File: config.mk
export PLATFORM = sky130hd
export DESIGN_NAME = adsr_div
export DESIGN_NICKNAME = d
export VERILOG_FILES = /design/src/rtl/adsr_pkg.sv /design/src/rtl/adsr_div.sv
export SDC_FILE = /design/constraint.sdc
export NUM_CORES = 1
export LEC_CHECK = 0
export ABC_AREA = 1
export BUFFER_PORTS_ARGS = -buffer_cell sky130_fd_sc_hd__buf_2
export CAP_MARGIN = 10
export CORE_UTILIZATION = 55
export CTS_BUF_LIST = sky130_fd_sc_hd__clkbuf_16
export DETAILED_ROUTE_END_ITERATION = 12
export PLACE_DENSITY = 0.78
export SLEW_MARGIN = 20
export SYNTH_ARGS = -nofsm -noshare
export SYNTH_HDL_FRONTEND = slang
export SYNTH_SLANG_ARGS = --single-unit
File: constraint.sdc
create_clock -name clock -period 3.4 [get_ports clock]
set_input_delay 0.17 -clock clock [delete_from_list [all_inputs] [get_ports clock]]
set_output_delay 0.17 -clock clock [all_outputs]
set_load 0.02 [all_outputs]
File: src/rtl/adsr_pkg.sv
// ----------------------------------------------------------------------------
// adsr_pkg
// shared types and constants of the envelope generator
// ----------------------------------------------------------------------------
package adsr_pkg;

   localparam int CurveDepth = 256;
   localparam int LevelBits  = 12;
   localparam int IdxBits    = $clog2(CurveDepth);
   localparam int DivNumBits = 32 + IdxBits;
   localparam int DivDenBits = 32;
   localparam int DivCntBits = $clog2(DivNumBits + 1);
   localparam int CsrIdxBits = 3;
   localparam int CsrBits    = 32;

   localparam logic [LevelBits-1:0] LevelMax = {LevelBits{1'b1}};

   typedef enum logic [2:0] {
      REQ_TICK     = 3'd0,
      REQ_NOTE_ON  = 3'd1,
      REQ_NOTE_OFF = 3'd2,
      REQ_ATK_WR   = 3'd3,
      REQ_FALL_WR  = 3'd4
   } req_code_type;

   typedef enum logic [CsrIdxBits-1:0] {
      CSR_RESOLUTION = 3'd0,
      CSR_ATTACK     = 3'd1,
      CSR_DECAY      = 3'd2,
      CSR_SUSTAIN    = 3'd3,
      CSR_RELEASE    = 3'd4,
      CSR_RETRIGGER  = 3'd5
   } csr_code_type;

   typedef enum logic [3:0] {
      S_IDLE,
      S_EVAL,
      S_IDX,
      S_IDX_DIV,
      S_READ,
      S_MUL,
      S_MAP,
      S_MAP_DIV,
      S_DONE
   } state_type;

   typedef enum logic [1:0] {
      PH_ATTACK,
      PH_DECAY,
      PH_RELEASE
   } phase_type;

   typedef struct packed {
      logic                  start;
      logic [DivNumBits-1:0] dividend;
      logic [DivDenBits-1:0] divisor;
   } div_req_type;

   typedef struct packed {
      logic                  done;
      logic [DivNumBits-1:0] quotient;
   } div_rsp_type;

endpackage

File: src/rtl/adsr_div.sv
// ----------------------------------------------------------------------------
// adsr_div
// restoring unsigned divider, one quotient bit per cycle
// ----------------------------------------------------------------------------
module adsr_div (
   input  logic                 clock,
   input  logic                 reset,
   input  adsr_pkg::div_req_type div_req,
   output adsr_pkg::div_rsp_type div_rsp
);
   import adsr_pkg::*;

   logic                  busy_ff;
   logic                  done_ff;
   logic [DivCntBits-1:0] cnt_ff;
   logic [DivDenBits:0]   rem_ff;
   logic [DivNumBits-1:0] quo_ff;
   logic [DivDenBits-1:0] den_ff;
   logic [DivDenBits:0]   trial;
   logic                  fits;

   assign trial = {rem_ff[DivDenBits-1:0], quo_ff[DivNumBits-1]};
   assign fits  = trial >= {1'b0, den_ff};

   always_ff @(posedge clock) begin
      if (reset) begin
         busy_ff <= 1'b0;
         done_ff <= 1'b0;
         cnt_ff  <= '0;
      end else begin
         done_ff <= 1'b0;
         if (div_req.start) begin
            busy_ff <= 1'b1;
            cnt_ff  <= DivCntBits'(DivNumBits);
         end else if (busy_ff) begin
            cnt_ff <= cnt_ff - 1'b1;
            if (cnt_ff == DivCntBits'(1)) begin
               busy_ff <= 1'b0;
               done_ff <= 1'b1;
            end
         end
      end
   end

   always_ff @(posedge clock) begin
      if (div_req.start) begin
         quo_ff <= div_req.dividend;
         den_ff <= div_req.divisor;
         rem_ff <= '0;
      end else if (busy_ff) begin
         rem_ff <= fits ? trial - {1'b0, den_ff} : trial;
         quo_ff <= {quo_ff[DivNumBits-2:0], fits};
      end
   end

   assign div_rsp.done     = done_ff;
   assign div_rsp.quotient = quo_ff;

   a_start_busy: assert property (@(posedge clock) disable iff (reset)
      div_req.start |=> busy_ff) else $error("divider did not start");
   a_done_idle: assert property (@(posedge clock) disable iff (reset)
      done_ff |-> !busy_ff) else $error("divider done while busy");
   a_no_restart: assert property (@(posedge clock) disable iff (reset)
      busy_ff |-> !div_req.start) else $error("divider restarted while busy");

endmodule

==> impl_metrics.prom, run 1 <==
# TYPE chip_impl_metric gauge
chip_impl_metric{name="synth.yosys.seq_area_share",unit="%"} 41.9
chip_impl_metric{name="async_reset_ff_share",unit="%"} 0
chip_impl_metric{name="grt_first_pass_wirelength",unit="um"} 29900
chip_impl_info{name="synth_ff_type",value="edfxtp_1"} 1
chip_impl_metric{name="io_buffers",unit=""} 115
chip_impl_metric{name="fin_setup_tns",unit="ns"} 0
chip_impl_metric{name="finalClockSkew",unit="ns"} 0.0115
chip_impl_info{name="run_status",value="complete, no violations"} 1
chip_impl_metric{name="timing.critical_path.buf_inv",unit=""} 2
chip_impl_info{name="crit_path_frequent_cell",value="nand2_1"} 1
chip_impl_metric{name="cts.path.max_buffers",unit=""} 2
chip_impl_metric{name="grt_antenna_before_repair",unit=""} 0
chip_impl_metric{name="area_of_the_multi_input_gates",unit="um2"} 3320
chip_impl_metric{name="yosysUniqueCellTypes",unit=""} 36
chip_impl_metric{name="max_freq",unit="MHz"} 425
chip_impl_metric{name="final_layout_size_suffix_gt1_share",unit="%"} 13.3
chip_impl_metric{name="dr.pass1.iters",unit=""} 5
chip_impl_metric{name="p_leak",unit="nW"} 4.56
chip_impl_metric{name="max_stage_delay",unit="ns"} 0.42
chip_impl_info{name="hold_class",value="in -> reg"} 1
chip_impl_metric{name="areaGrowthSynthToFinish",unit="%"} 19.6
chip_impl_metric{name="area_after_dpl",unit="um2"} 7810
chip_impl_metric{name="max_cap_violations",unit=""} 0
chip_impl_metric{name="period_needed",unit="ns"} 2.35
chip_impl_info{name="routed.top_layer",value="met4"} 1
chip_impl_metric{name="die_ht",unit="um"} 115
chip_impl_metric{name="core",unit="um2"} 12600
chip_impl_metric{name="wl_per_cell",unit="um"} 13.5
chip_impl_metric{name="num_vias",unit=""} 6588
chip_impl_info{name="path_cells",value="inv_1 > ha_1 > fa_1 > inv_1 > nand3_1 > nand3_1 > nand3_1 > nand2_1 > nand2_1 > nand2_1 > nand2_1 > nand2_1 > nand2_1 > nand3_1 > nand2_1"} 1
chip_impl_metric{name="critPathArrivalTime",unit="ns"} 2.61
chip_impl_metric{name="route.met2.wl",unit="um"} 8090
chip_impl_metric{name="initialDrtViolationCount",unit=""} 538
chip_impl_metric{name="cp_data_required_time",unit="ns"} 3.65
chip_impl_metric{name="std_cell_rows",unit=""} 41
chip_impl_metric{name="max-vdd-ir-drop",unit="mV"} 0.458
chip_impl_metric{name="gr-total-overflow",unit=""} 0
chip_impl_metric{name="die_w",unit="um"} 115
chip_impl_info{name="min_from",value="div_req[9]"} 1
chip_impl_metric{name="yosys_warnings",unit=""} 0
chip_impl_info{name="tritoncts_clock_tree",value="built"} 1
chip_impl_metric{name="cts-hold-fix-buffers",unit=""} 32
chip_impl_metric{name="p_per_area",unit="nW/um2"} 384
chip_impl_info{name="worst_r2r_startpoint",value="quo_ff[39]"} 1
chip_impl_metric{name="post-place-ws",unit="ns"} 1.10
chip_impl_metric{name="initial_core_util",unit="%"} 56.3
chip_impl_metric{name="clkSinkCount",unit=""} 112
chip_impl_metric{name="slew_headroom",unit="%"} 60.0
chip_impl_metric{name="grtUsageTotal",unit="%"} 29.1
chip_impl_metric{name="drc",unit=""} 0
chip_impl_metric{name="synthesis.nets",unit=""} 1118
chip_impl_metric{name="max_slew.worst_pin.slew",unit="ns"} 0.600
chip_impl_metric{name="ys_ff_latch",unit=""} 112
chip_impl_info{name="clock-root-buffer",value="clkbuf_16"} 1
chip_impl_metric{name="met3WireLength",unit="um"} 1290
chip_impl_info{name="worst_setup_path_end_kind",value="flip-flop"} 1
chip_impl_metric{name="finish.net_count",unit=""} 1261
chip_impl_metric{name="mean_post_synth_cell_area",unit="um2"} 7.02
chip_impl_metric{name="layout.core_utilization",unit="%"} 67.3
chip_impl_metric{name="timing.critical_path.fanout_max",unit=""} 3
chip_impl_metric{name="final_design_area_no_fill",unit="um2"} 8460
chip_impl_info{name="critical_path.startpoint_type",value="flip-flop"} 1
chip_impl_metric{name="number_of_levels_the_h_tree_was_split_into",unit=""} 3
chip_impl_metric{name="syn_inst",unit=""} 1008
chip_impl_metric{name="timing.final.hold_violations",unit=""} 0
chip_impl_metric{name="finalWirelength",unit="um"} 18000
chip_impl_metric{name="slew_violations",unit=""} 0
chip_impl_info{name="critPathKind",value="reg -> reg"} 1
chip_impl_metric{name="antenna-diode-count",unit=""} 0
chip_impl_metric{name="clk_transition_reported_paths",unit="ns"} 0.08
chip_impl_metric{name="resize_count_post_cts",unit=""} 0
chip_impl_metric{name="setup_violations",unit=""} 0
chip_impl_metric{name="final.period_utilization",unit="%"} 69.2
chip_impl_info{name="setup_repair_after_global_routing_missed_its_margin",value="false"} 1
chip_impl_info{name="cp-startpoint",value="quo_ff[39]"} 1
chip_impl_metric{name="ant_nets",unit=""} 0
chip_impl_metric{name="dpl_hpwl",unit="um"} 13200
chip_impl_metric{name="place.gp.congestion",unit=""} 0.969
chip_impl_metric{name="clk_latency_worst_skew_pair",unit="ns"} 0.36
chip_impl_metric{name="worst_slack",unit="ns"} 1.05
chip_impl_metric{name="number_of_global_route_vias_before_repair",unit=""} 6423
chip_impl_metric{name="pin_count",unit=""} 116
chip_impl_metric{name="cts_buffers",unit=""} 9
chip_impl_metric{name="layout.filler_cells",unit=""} 1127
chip_impl_metric{name="wirelength_met1",unit="um"} 8230
chip_impl_metric{name="synth_cell_area",unit="um2"} 7080
chip_impl_metric{name="grt_start_max_net_pins",unit=""} 57
chip_impl_info{name="critPathSlowestCell",value="fa_1"} 1
chip_impl_metric{name="routed_via_density",unit=""} 4.96
chip_impl_info{name="critPathTopFamily",value="simple AND/OR/NAND/NOR gates"} 1
chip_impl_metric{name="postCtsSetupBuffers",unit=""} 0
chip_impl_metric{name="area.sequential",unit="um2"} 2960
chip_impl_metric{name="synth-edff-count",unit=""} 72
chip_impl_metric{name="die_area",unit="um2"} 13300
## where the power goes
group	switching, mW	internal, mW
Clock	0.525	0.628
Sequential	0.0438	1.55
Combinational	0.318	0.187
Total	0.886	2.37
## Yosys cell counts (14+ instances only)
cell	instances	area share (%)
nand2_1	424	22
inv_1	172	9.1
edfxtp_1	72	31
nand3_1	72	5.1
nor2_1	53	2.8
dfxtp_1	40	11
ha_1	34	6.0
a21oi_1	23	1.6
nand3b_1	22	2.3
o21ai_1	16	1.1
xnor2_1	14	1.7
## path summary, 6_finish.rpt
check	slack (ns)	cells past startpoint	end
worst max-delay path	1.05	15	rem_ff[28]
worst min-delay path	0.01	1	den_ff[9]
worst max register to register	1.05	15	rem_ff[28]
worst min register to register	0.47	2	rem_ff[19]
## cells by family (layout without fill, tap and decap cells)
kind of cell | Yosys count | after routing | synth area share (%)
AND/OR/NAND/NOR | 594 | 594 | 34.8
buffers and inverters | 201 | 349 | 11.2
flip-flops | 112 | 112 | 41.9
AO/OA/AOI/OAI | 51 | 51 | 3.98
adder cells (fa/ha/maj) | 35 | 35 | 6.29
XOR/XNOR | 15 | 15 | 1.86
## state kept, by name, indices dropped and copies added, names as in the netlist
register / cells
den_ff: 32
quo_ff: 40
cnt_ff: 6
busy_ff: 1
rem_ff: 32
done_ff: 1
## through the flow
stage	hold WS, ns	std cells	total power [mW]
6_report	0.0132	1328	3.25
5_1_grt	0.00708	1328	3.38
4_1_cts	0.00860	1328	3.27
2_1_floorplan	0.239	1008	1.92
3_3_place_gp	0.347	1280	2.09
3_5_place_dp	0.348	1280	2.10
## cells in the final DEF, fill, tap and decap left out, drive strengths merged, types with 2 or more instances in the layout
master,Yosys,routed
a211oi,2,2
nor2,55,55
buf,15,125
o21bai,3,3
xnor2,14,14
o21ai,20,20
inv,175,178
clkbuf,10,10
a31oi,2,2
clkinv,1,2
edfxtp,72,72
nand3,73,73
nor3,9,9
dlygate4sd3,0,32
dfxtp,40,40
and2,2,2
a21oi,24,24
ha,34,34
nand2,429,429
nand3b,22,22
## final cells by class
class	instances	area share [%]
clock inverters	6	0.917
repair buffers	157	11.5
inverters	176	7.81
well taps	172	2.54
multi-input cells	695	39.3
flip-flops and latches	112	35.0
clock buffers	10	2.96
## metal layers
metal | vias up | GRT usage (%)
li1 | 3410 | -
met1 | 2910 | 37.4
met2 | 246 | 47.9
met3 | 22 | 7.01
met4 | 0 | 9.87
met5 | - | 0
Power figures use the tool's default switching activity.
==> inputs of run 2 (changes only) <==
--- a/config.mk
+++ b/config.mk
@@ -5,13 +5,13 @@
 export SDC_FILE = /design/constraint.sdc
 export NUM_CORES = 1
 export LEC_CHECK = 0
-export ABC_AREA = 1
+export ABC_AREA = 0
 export BUFFER_PORTS_ARGS = -buffer_cell sky130_fd_sc_hd__buf_2
 export CAP_MARGIN = 10
-export CORE_UTILIZATION = 55
+export CORE_UTILIZATION = 51
 export CTS_BUF_LIST = sky130_fd_sc_hd__clkbuf_16
 export DETAILED_ROUTE_END_ITERATION = 12
-export PLACE_DENSITY = 0.78
+export PLACE_DENSITY = 0.77
 export SLEW_MARGIN = 20
 export SYNTH_ARGS = -nofsm -noshare
 export SYNTH_HDL_FRONTEND = slang
==> constraint.sdc (replaced) <==
create_clock -name clock -period 2.1 [get_ports clock]
set_input_delay 0.105 -clock clock [delete_from_list [all_inputs] [get_ports clock]]
set_output_delay 0.105 -clock clock [all_outputs]
set_load 0.02 [all_outputs]
==> impl_metrics.prom, run 2 <==
# TYPE chip_impl_metric gauge
chip_impl_metric{name="wl_per_cell",unit="um"} 16.3
chip_impl_metric{name="cts_buffers",unit=""} 9
chip_impl_info{name="critical_path.startpoint_type",value="flip-flop"} 1
chip_impl_metric{name="dpl_hpwl",unit="um"} 12200
chip_impl_info{name="synth.top_cells.by_count",value="edfxtp_1, nand2_1, a21oi_1, inv_1, nor2_1"} 1
chip_impl_metric{name="slew_headroom",unit="%"} 58.9
chip_impl_metric{name="mux_cell_area_share_after_synthesis",unit="%"} 7.19
chip_impl_metric{name="slew_violations",unit=""} 0
chip_impl_metric{name="netSwitchingFraction",unit="%"} 30.6
chip_impl_metric{name="p_per_area",unit="nW/um2"} 702
chip_impl_metric{name="cp_data_required_time",unit="ns"} 2.36
chip_impl_info{name="worst_setup_path_end_kind",value="flip-flop"} 1
chip_impl_info{name="yosys-top-cells-area",value="edfxtp_1, dfxtp_1, mux2_2"} 1
chip_impl_metric{name="period_needed",unit="ns"} 2.82
chip_impl_info{name="whs_endpoint",value="busy_ff"} 1
chip_impl_metric{name="antenna-diode-count",unit=""} 0
chip_impl_metric{name="timing.final.hold_violations",unit=""} 0
chip_impl_metric{name="number_of_levels_the_h_tree_was_split_into",unit=""} 3
chip_impl_info{name="layout.cells.most_common",value="buf_4"} 1
chip_impl_metric{name="async_reset_ff_share",unit="%"} 0
chip_impl_info{name="hold_class",value="in -> reg"} 1
chip_impl_metric{name="synthesis.nets",unit=""} 747
chip_impl_metric{name="die_w",unit="um"} 114
chip_impl_metric{name="pwr-share-clk",unit="%"} 29.3
chip_impl_info{name="worst_r2r_startpoint",value="den_ff[4]"} 1
chip_impl_info{name="reg_top3",value="quo_ff (40), den_ff (32), rem_ff (32)"} 1
chip_impl_metric{name="std_cell_rows",unit=""} 40
chip_impl_metric{name="place.gp.congestion",unit=""} 0.979
chip_impl_metric{name="number_of_global_route_vias_before_repair",unit=""} 5931
chip_impl_metric{name="setup_violations",unit=""} 33
chip_impl_metric{name="max_slew.worst_pin.slew",unit="ns"} 0.617
chip_impl_info{name="failed_checks",value="negative setup slack"} 1
chip_impl_metric{name="ff2ff_setup_slack",unit="ns"} -0.72
chip_impl_info{name="max_flop_register",value="quo_ff"} 1
chip_impl_metric{name="num_vias",unit=""} 5894
chip_impl_metric{name="pin_count",unit=""} 116
chip_impl_metric{name="drc",unit=""} 0
chip_impl_metric{name="synthAdderAreaFrac",unit="%"} 6.95
chip_impl_metric{name="grt_start_max_net_pins",unit=""} 63
chip_impl_info{name="run_status",value="finished, violations left"} 1
chip_impl_metric{name="routed_via_density",unit=""} 5.54
chip_impl_metric{name="p_leak",unit="nW"} 3.88
chip_impl_metric{name="grtUsageTotal",unit="%"} 27.9
chip_impl_metric{name="largest_register_ff_count",unit=""} 40
chip_impl_metric{name="ant_nets",unit=""} 0
chip_impl_metric{name="synth-edff-count",unit=""} 72
chip_impl_metric{name="layout.core_utilization",unit="%"} 74.8
chip_impl_metric{name="areaGrowthSynthToFinish",unit="%"} 41.4
chip_impl_metric{name="finish.net_count",unit=""} 1001
chip_impl_metric{name="clk_latency_worst_skew_pair",unit="ns"} 0.36
chip_impl_metric{name="combinational_group_share_of_total_power",unit="%"} 29.0
chip_impl_metric{name="initialDrtViolationCount",unit=""} 539
chip_impl_metric{name="synth-xor-area-share",unit="%"} 4.24
chip_impl_metric{name="timing.critical_path.fanout_max",unit=""} 15
chip_impl_metric{name="fin_total_pwr",unit="mW"} 6.36
chip_impl_info{name="tritoncts_clock_tree",value="built"} 1
chip_impl_metric{name="synth-compound-area-share",unit="%"} 16.9
chip_impl_metric{name="finalClockSkew",unit="ns"} 0.0138
chip_impl_info{name="critPathKind",value="reg -> reg"} 1
chip_impl_info{name="setup_repair_after_global_routing_missed_its_margin",value="true"} 1
chip_impl_info{name="synthDominantAreaCellType",value="edfxtp_1"} 1
chip_impl_info{name="layout_common_cells",value="buf_4, buf_2, edfxtp_1, nand2_1, nor2_1"} 1
chip_impl_metric{name="mean_post_synth_cell_area",unit="um2"} 10.1
chip_impl_metric{name="die_ht",unit="um"} 114
chip_impl_metric{name="seq_power_share",unit="%"} 41.8
chip_impl_metric{name="min_path_cells",unit=""} 2
chip_impl_metric{name="synth.yosys.seq_area_share",unit="%"} 46.3
chip_impl_metric{name="yosysUniqueCellTypes",unit=""} 61
chip_impl_metric{name="core",unit="um2"} 12100
chip_impl_metric{name="critPathArrivalTime",unit="ns"} 3.08
chip_impl_metric{name="synth_cell_area",unit="um2"} 6410
chip_impl_metric{name="syn_inst",unit=""} 637
chip_impl_metric{name="final.period_utilization",unit="%"} 134
chip_impl_metric{name="max_cap_violations",unit=""} 0
chip_impl_metric{name="clk_transition_reported_paths",unit="ns"} 0.08
chip_impl_info{name="clock-root-buffer",value="clkbuf_16"} 1
chip_impl_info{name="min_from",value="reset"} 1
chip_impl_metric{name="post_synthesis_share_of_cell_area_spent_on_and_or_nand_and_nor_gates",unit="%"} 12.9
chip_impl_metric{name="max-vdd-ir-drop",unit="mV"} 0.665
chip_impl_info{name="rr_endpoint",value="rem_ff[10]"} 1
chip_impl_metric{name="gr-total-overflow",unit=""} 0
chip_impl_metric{name="finalWirelength",unit="um"} 17400
chip_impl_metric{name="power.internal",unit="mW"} 4.41
chip_impl_metric{name="dr.pass1.iters",unit=""} 5
chip_impl_metric{name="cts.path.max_buffers",unit=""} 2
chip_impl_metric{name="post-synth-top-area-fraction",unit="%"} 33.8
chip_impl_metric{name="io_buffers",unit=""} 115
chip_impl_info{name="dominant_combinational_cell_family_by_area_after_synthesis",value="compound AO/OA/AOI/OAI gates"} 1
chip_impl_info{name="synth_ff_type",value="edfxtp_1"} 1
chip_impl_metric{name="max_freq",unit="MHz"} 355
chip_impl_metric{name="die_area",unit="um2"} 13000
chip_impl_metric{name="grt_first_pass_wirelength",unit="um"} 28500
chip_impl_metric{name="rr_worst_depth",unit=""} 11
chip_impl_metric{name="ys_ff_latch",unit=""} 112
chip_impl_metric{name="initial_core_util",unit="%"} 52.9
chip_impl_metric{name="clkSinkCount",unit=""} 112
chip_impl_metric{name="yosys_warnings",unit=""} 0
chip_impl_metric{name="sw_power",unit="mW"} 1.95
chip_impl_metric{name="final_layout_size_suffix_gt1_share",unit="%"} 40.3
chip_impl_metric{name="grt_antenna_before_repair",unit=""} 0
chip_impl_info{name="yosys.cell_count.top_type",value="edfxtp_1"} 1
chip_impl_metric{name="worst_slack",unit="ns"} -0.720
run 2: cell count changes in the layout (fill, tap and decap cells not counted), sizes merged, moves of 12 or more:
cell,delta
nand3b,-21
nor2,-12
nand2,-367
a21oi,+20
mux2,+40
inv,-131
a21o,+12
a311oi,+20
nand3,-59
buf,+127
run 2: final cells by class:
type | instances | area, um2
timing repair buffer | 284 | 1990
inverter | 44 | 165
multi-input combinational | 440 | 3400
fill | 857 | 3050
tap | 168 | 210
clock buffer | 9 | 225
sequential | 112 | 2960
clock inverter | 7 | 108
run 2: what timing repair did:
item,in CTS,in global routing
endpoints found under the hold margin,32,0
pin swaps,9,12
buffers inserted,3,0
hold buffers,32,0
endpoints found under the setup margin,33,33
gates resized for setup,44,19
cloned,1,0
run 2: kinds of logic after synthesis:
| group | count (synthesis) |
|---|---|
| simple gates | 174 |
| compound gates | 159 |
| flops | 112 |
| buf+inv | 85 |
| mux | 41 |
| fa+ha+maj | 35 |
| xor+xnor | 31 |
run 2: worst max-delay path by stage:
stage / from / end / slack (ns) / depth (start not counted)
floorplan: den_ff[16] / rem_ff[27] / -0.58 / 13
global placement: den_ff[4] / rem_ff[10] / -0.70 / 11
detailed placement: den_ff[4] / rem_ff[10] / -0.89 / 11
CTS: den_ff[16] / rem_ff[10] / -0.70 / 11
global route: den_ff[16] / rem_ff[10] / -0.82 / 11
finish: den_ff[4] / rem_ff[10] / -0.72 / 11
run 2: power by group through the flow:
stage / registers, mW / clock network [mW] / logic (mW)
floorplan: 2.79 / 0 / 0.860
global placement: 2.68 / 0 / 1.59
detailed placement: 2.69 / 0 / 1.64
CTS: 2.66 / 1.89 / 1.78
global route: 2.68 / 1.96 / 1.99
finish: 2.66 / 1.86 / 1.84
run 2: critical path, stage by stage, from the launching register on:
cell,delay (ns)
edfxtp_1,0.33
inv_1,0.06
ha_4,0.31
nand3_4,0.08
or4_1,0.51
or3_1,0.33
a21boi_2,0.16
o31a_2,0.19
o31a_4,0.20
buf_12,0.15
nor2_1,0.06
a2111oi_2,0.34
run 2: per-stage QoR:
step | cells | instance area (um2) | setup slack, ns | TNS [ns] | hold slack [ns]
final | 1064 | 9060 | -0.720 | -20.40 | 0.0220
after global placement | 1012 | 8050 | -0.703 | -20.54 | 0.281
after CTS | 1064 | 8960 | -0.701 | -19.38 | 0.0103
after global routing | 1064 | 9060 | -0.823 | -24.01 | 0.0278
after floorplan | 637 | 6440 | -0.577 | -16.78 | 0.204
after detailed placement | 1012 | 8050 | -0.886 | -23.86 | 0.283
run 2: metal layers:
layer	GRT usage, %	vias to the layer above	share of wire (%)
li1	-	2855	-
met1	34.8	2812	43
met2	48.6	198	50
met3	4.71	29	5.0
met4	10.0	0	1.8
met5	0	-	0
==> inputs of run 3 (changes only) <==
--- a/config.mk
+++ b/config.mk
@@ -12,6 +12,7 @@
 export CTS_BUF_LIST = sky130_fd_sc_hd__clkbuf_16
 export DETAILED_ROUTE_END_ITERATION = 12
 export PLACE_DENSITY = 0.77
+export SKIP_CTS_REPAIR_TIMING = 1
 export SLEW_MARGIN = 20
 export SYNTH_ARGS = -nofsm -noshare
 export SYNTH_HDL_FRONTEND = slang
==> impl_metrics.prom, run 3 (synthesized netlist as in run 2, its figures left out) <==
# TYPE chip_impl_metric gauge
chip_impl_info{name="layout_common_cells",value="buf_4, buf_2, edfxtp_1, nand2_1, nor2_1"} 1
chip_impl_info{name="run_status",value="finished, violations left"} 1
chip_impl_metric{name="clk_latency_worst_skew_pair",unit="ns"} 0.36
chip_impl_metric{name="antenna-diode-count",unit=""} 0
chip_impl_metric{name="timing.critical_path.fanout_max",unit=""} 16
chip_impl_info{name="worst_setup_path_end_kind",value="flip-flop"} 1
chip_impl_metric{name="core",unit="um2"} 12100
chip_impl_metric{name="area_of_the_multi_input_gates",unit="um2"} 3390
chip_impl_metric{name="slew_violations",unit=""} 0
chip_impl_metric{name="instances_no_fill",unit=""} 1063
chip_impl_metric{name="place.gp.congestion",unit=""} 0.979
chip_impl_metric{name="num_vias",unit=""} 5980
chip_impl_metric{name="post-place-ws",unit="ns"} -0.886
chip_impl_metric{name="number_of_global_route_vias_before_repair",unit=""} 5763
chip_impl_metric{name="final_layout_size_suffix_gt1_share",unit="%"} 40.0
chip_impl_metric{name="seq_power_share",unit="%"} 41.7
chip_impl_metric{name="power.internal",unit="mW"} 4.42
chip_impl_metric{name="max_cap_violations",unit=""} 0
chip_impl_metric{name="max_freq",unit="MHz"} 356
chip_impl_metric{name="hold_ws",unit="ns"} 0.0328
chip_impl_metric{name="io_buffers",unit=""} 115
chip_impl_metric{name="clkSinkCount",unit=""} 112
chip_impl_info{name="setup_repair_after_global_routing_missed_its_margin",value="true"} 1
chip_impl_info{name="failed_checks",value="negative setup slack"} 1
chip_impl_metric{name="max-vdd-ir-drop",unit="mV"} 0.668
chip_impl_metric{name="sw_power",unit="mW"} 1.95
chip_impl_metric{name="finalClockSkew",unit="ns"} 0.0136
chip_impl_info{name="max_flop_register",value="quo_ff"} 1
chip_impl_info{name="rr_endpoint",value="rem_ff[6]"} 1
chip_impl_metric{name="cts.path.max_buffers",unit=""} 2
chip_impl_metric{name="max_slew.worst_pin.slew",unit="ns"} 0.617
chip_impl_metric{name="grt_antenna_before_repair",unit=""} 0
chip_impl_info{name="layout.cells.most_common",value="buf_4"} 1
chip_impl_metric{name="period_needed",unit="ns"} 2.81
chip_impl_metric{name="finalWirelength",unit="um"} 17700
chip_impl_metric{name="clk_transition_reported_paths",unit="ns"} 0.08
chip_impl_metric{name="p_leak",unit="nW"} 3.86
chip_impl_metric{name="die_area",unit="um2"} 13000
chip_impl_metric{name="std_cell_rows",unit=""} 40
chip_impl_metric{name="dr.pass1.iters",unit=""} 5
chip_impl_metric{name="largest_register_ff_count",unit=""} 40
chip_impl_info{name="clock-root-buffer",value="clkbuf_16"} 1
chip_impl_info{name="hold_class",value="in -> reg"} 1
chip_impl_info{name="tritoncts_clock_tree",value="built"} 1
chip_impl_info{name="reg_top3",value="quo_ff (40), den_ff (32), rem_ff (32)"} 1
chip_impl_info{name="worst_r2r_startpoint",value="den_ff[2]"} 1
chip_impl_metric{name="slew_headroom",unit="%"} 58.9
chip_impl_info{name="endpoint",value="rem_ff[6]"} 1
chip_impl_metric{name="ant_nets",unit=""} 0
chip_impl_metric{name="finish.net_count",unit=""} 1000
chip_impl_metric{name="gr-total-overflow",unit=""} 0
chip_impl_metric{name="layout.filler_cells",unit=""} 850
chip_impl_metric{name="grt_start_max_net_pins",unit=""} 63
chip_impl_metric{name="ff2ff_setup_slack",unit="ns"} -0.71
chip_impl_metric{name="grt_first_pass_wirelength",unit="um"} 27200
chip_impl_metric{name="critPathArrivalTime",unit="ns"} 3.07
chip_impl_metric{name="netSwitchingFraction",unit="%"} 30.7
chip_impl_metric{name="areaGrowthSynthToFinish",unit="%"} 41.1
chip_impl_metric{name="timing.final.hold_violations",unit=""} 0
chip_impl_metric{name="wl_per_cell",unit="um"} 16.7
chip_impl_metric{name="drc",unit=""} 0
chip_impl_metric{name="worst_slack",unit="ns"} -0.706
chip_impl_metric{name="dp.cells",unit=""} 1012
chip_impl_metric{name="combinational_group_share_of_total_power",unit="%"} 28.9
chip_impl_metric{name="pwr-share-clk",unit="%"} 29.3
chip_impl_metric{name="initial_core_util",unit="%"} 52.9
chip_impl_metric{name="rr_worst_depth",unit=""} 11
chip_impl_metric{name="routed_via_density",unit=""} 5.63
chip_impl_metric{name="die_w",unit="um"} 114
chip_impl_metric{name="final.period_utilization",unit="%"} 134
chip_impl_metric{name="final_design_area_no_fill",unit="um2"} 9040
chip_impl_info{name="critical_path.startpoint_type",value="flip-flop"} 1
chip_impl_info{name="critPathKind",value="reg -> reg"} 1
chip_impl_metric{name="cp_data_required_time",unit="ns"} 2.37
chip_impl_metric{name="fin_setup_tns",unit="ns"} -20.95
chip_impl_metric{name="cts_buffers",unit=""} 9
chip_impl_info{name="cp-startpoint",value="den_ff[2]"} 1
chip_impl_metric{name="dpl_hpwl",unit="um"} 12200
chip_impl_metric{name="die_ht",unit="um"} 114
chip_impl_metric{name="area.sequential",unit="um2"} 2960
chip_impl_metric{name="grtUsageTotal",unit="%"} 26.5
chip_impl_metric{name="initialDrtViolationCount",unit=""} 602
chip_impl_metric{name="number_of_levels_the_h_tree_was_split_into",unit=""} 3
chip_impl_metric{name="p_per_area",unit="nW/um2"} 705
chip_impl_metric{name="area_after_dpl",unit="um2"} 8050
chip_impl_metric{name="pin_count",unit=""} 116
chip_impl_metric{name="setup_violations",unit=""} 33
-- run 3: cell types whose count changed in the layout (fill, tap and decap cells not counted), sizes merged --
cell | previous run | this run
buf | 252 | 251
-- run 3: power groups by stage --
| stage | combinational (mW) | clock, mW | sequential, mW |
|---|---|---|---|
| floorplan | 0.860 | 0 | 2.79 |
| global placement | 1.59 | 0 | 2.68 |
| detailed placement | 1.64 | 0 | 2.69 |
| CTS | 1.65 | 1.89 | 2.65 |
| global route | 1.99 | 1.96 | 2.68 |
| finish | 1.84 | 1.87 | 2.66 |
-- run 3: worst min-delay path by stage --
stage,from,endpoint,slack [ns],depth (start not counted)
detailed placement,div_req[23],den_ff[23],0.28,1
global route,div_req[71],quo_ff[39],0.03,2
floorplan,div_req[0],den_ff[0],0.20,0
finish,reset,busy_ff,0.03,2
CTS,div_req[12],den_ff[12],-0.1,1
global placement,div_req[14],den_ff[14],0.28,1
-- run 3: cell type report --
cell class / count / share of cell area [%]
sequential: 112 / 32.8
tap: 168 / 2.33
inverter: 44 / 1.83
multi-input combinational: 440 / 37.5
clock inverter: 7 / 1.19
clock buffer: 9 / 2.49
timing repair buffer: 283 / 21.9
-- run 3: per-stage QoR --
step / power, mW / utilization [%]
final: 6.37 / 74.6
after global routing: 6.63 / 74.6
after CTS: 6.18 / 69.2
after detailed placement: 4.33 / 66.5
after global placement: 4.27 / 66.5
after floorplan: 3.65 / -
-- run 3: routing by layer --
| layer | vias to the layer above | share of wire (%) | track usage, % | wire [um] |
|---|---|---|---|---|
| li1 | 2855 | - | - | - |
| met3 | 34 | 4.7 | 4.45 | 830 |
| met4 | 0 | 1.9 | 9.26 | 335 |
| met1 | 2867 | 43 | 33.9 | 7550 |
| met5 | - | 0 | 0 | 0 |
| met2 | 224 | 51 | 45.6 | 8990 |
-- run 3: critical path, stage by stage (launching register included) --
cell,delay (ns)
edfxtp_1,0.34
inv_1,0.07
ha_4,0.28
nand3_2,0.10
or4_1,0.52
or3_1,0.33
a21boi_2,0.16
o31a_2,0.19
o31a_4,0.20
buf_12,0.16
nand2_1,0.08
a311oi_2,0.29
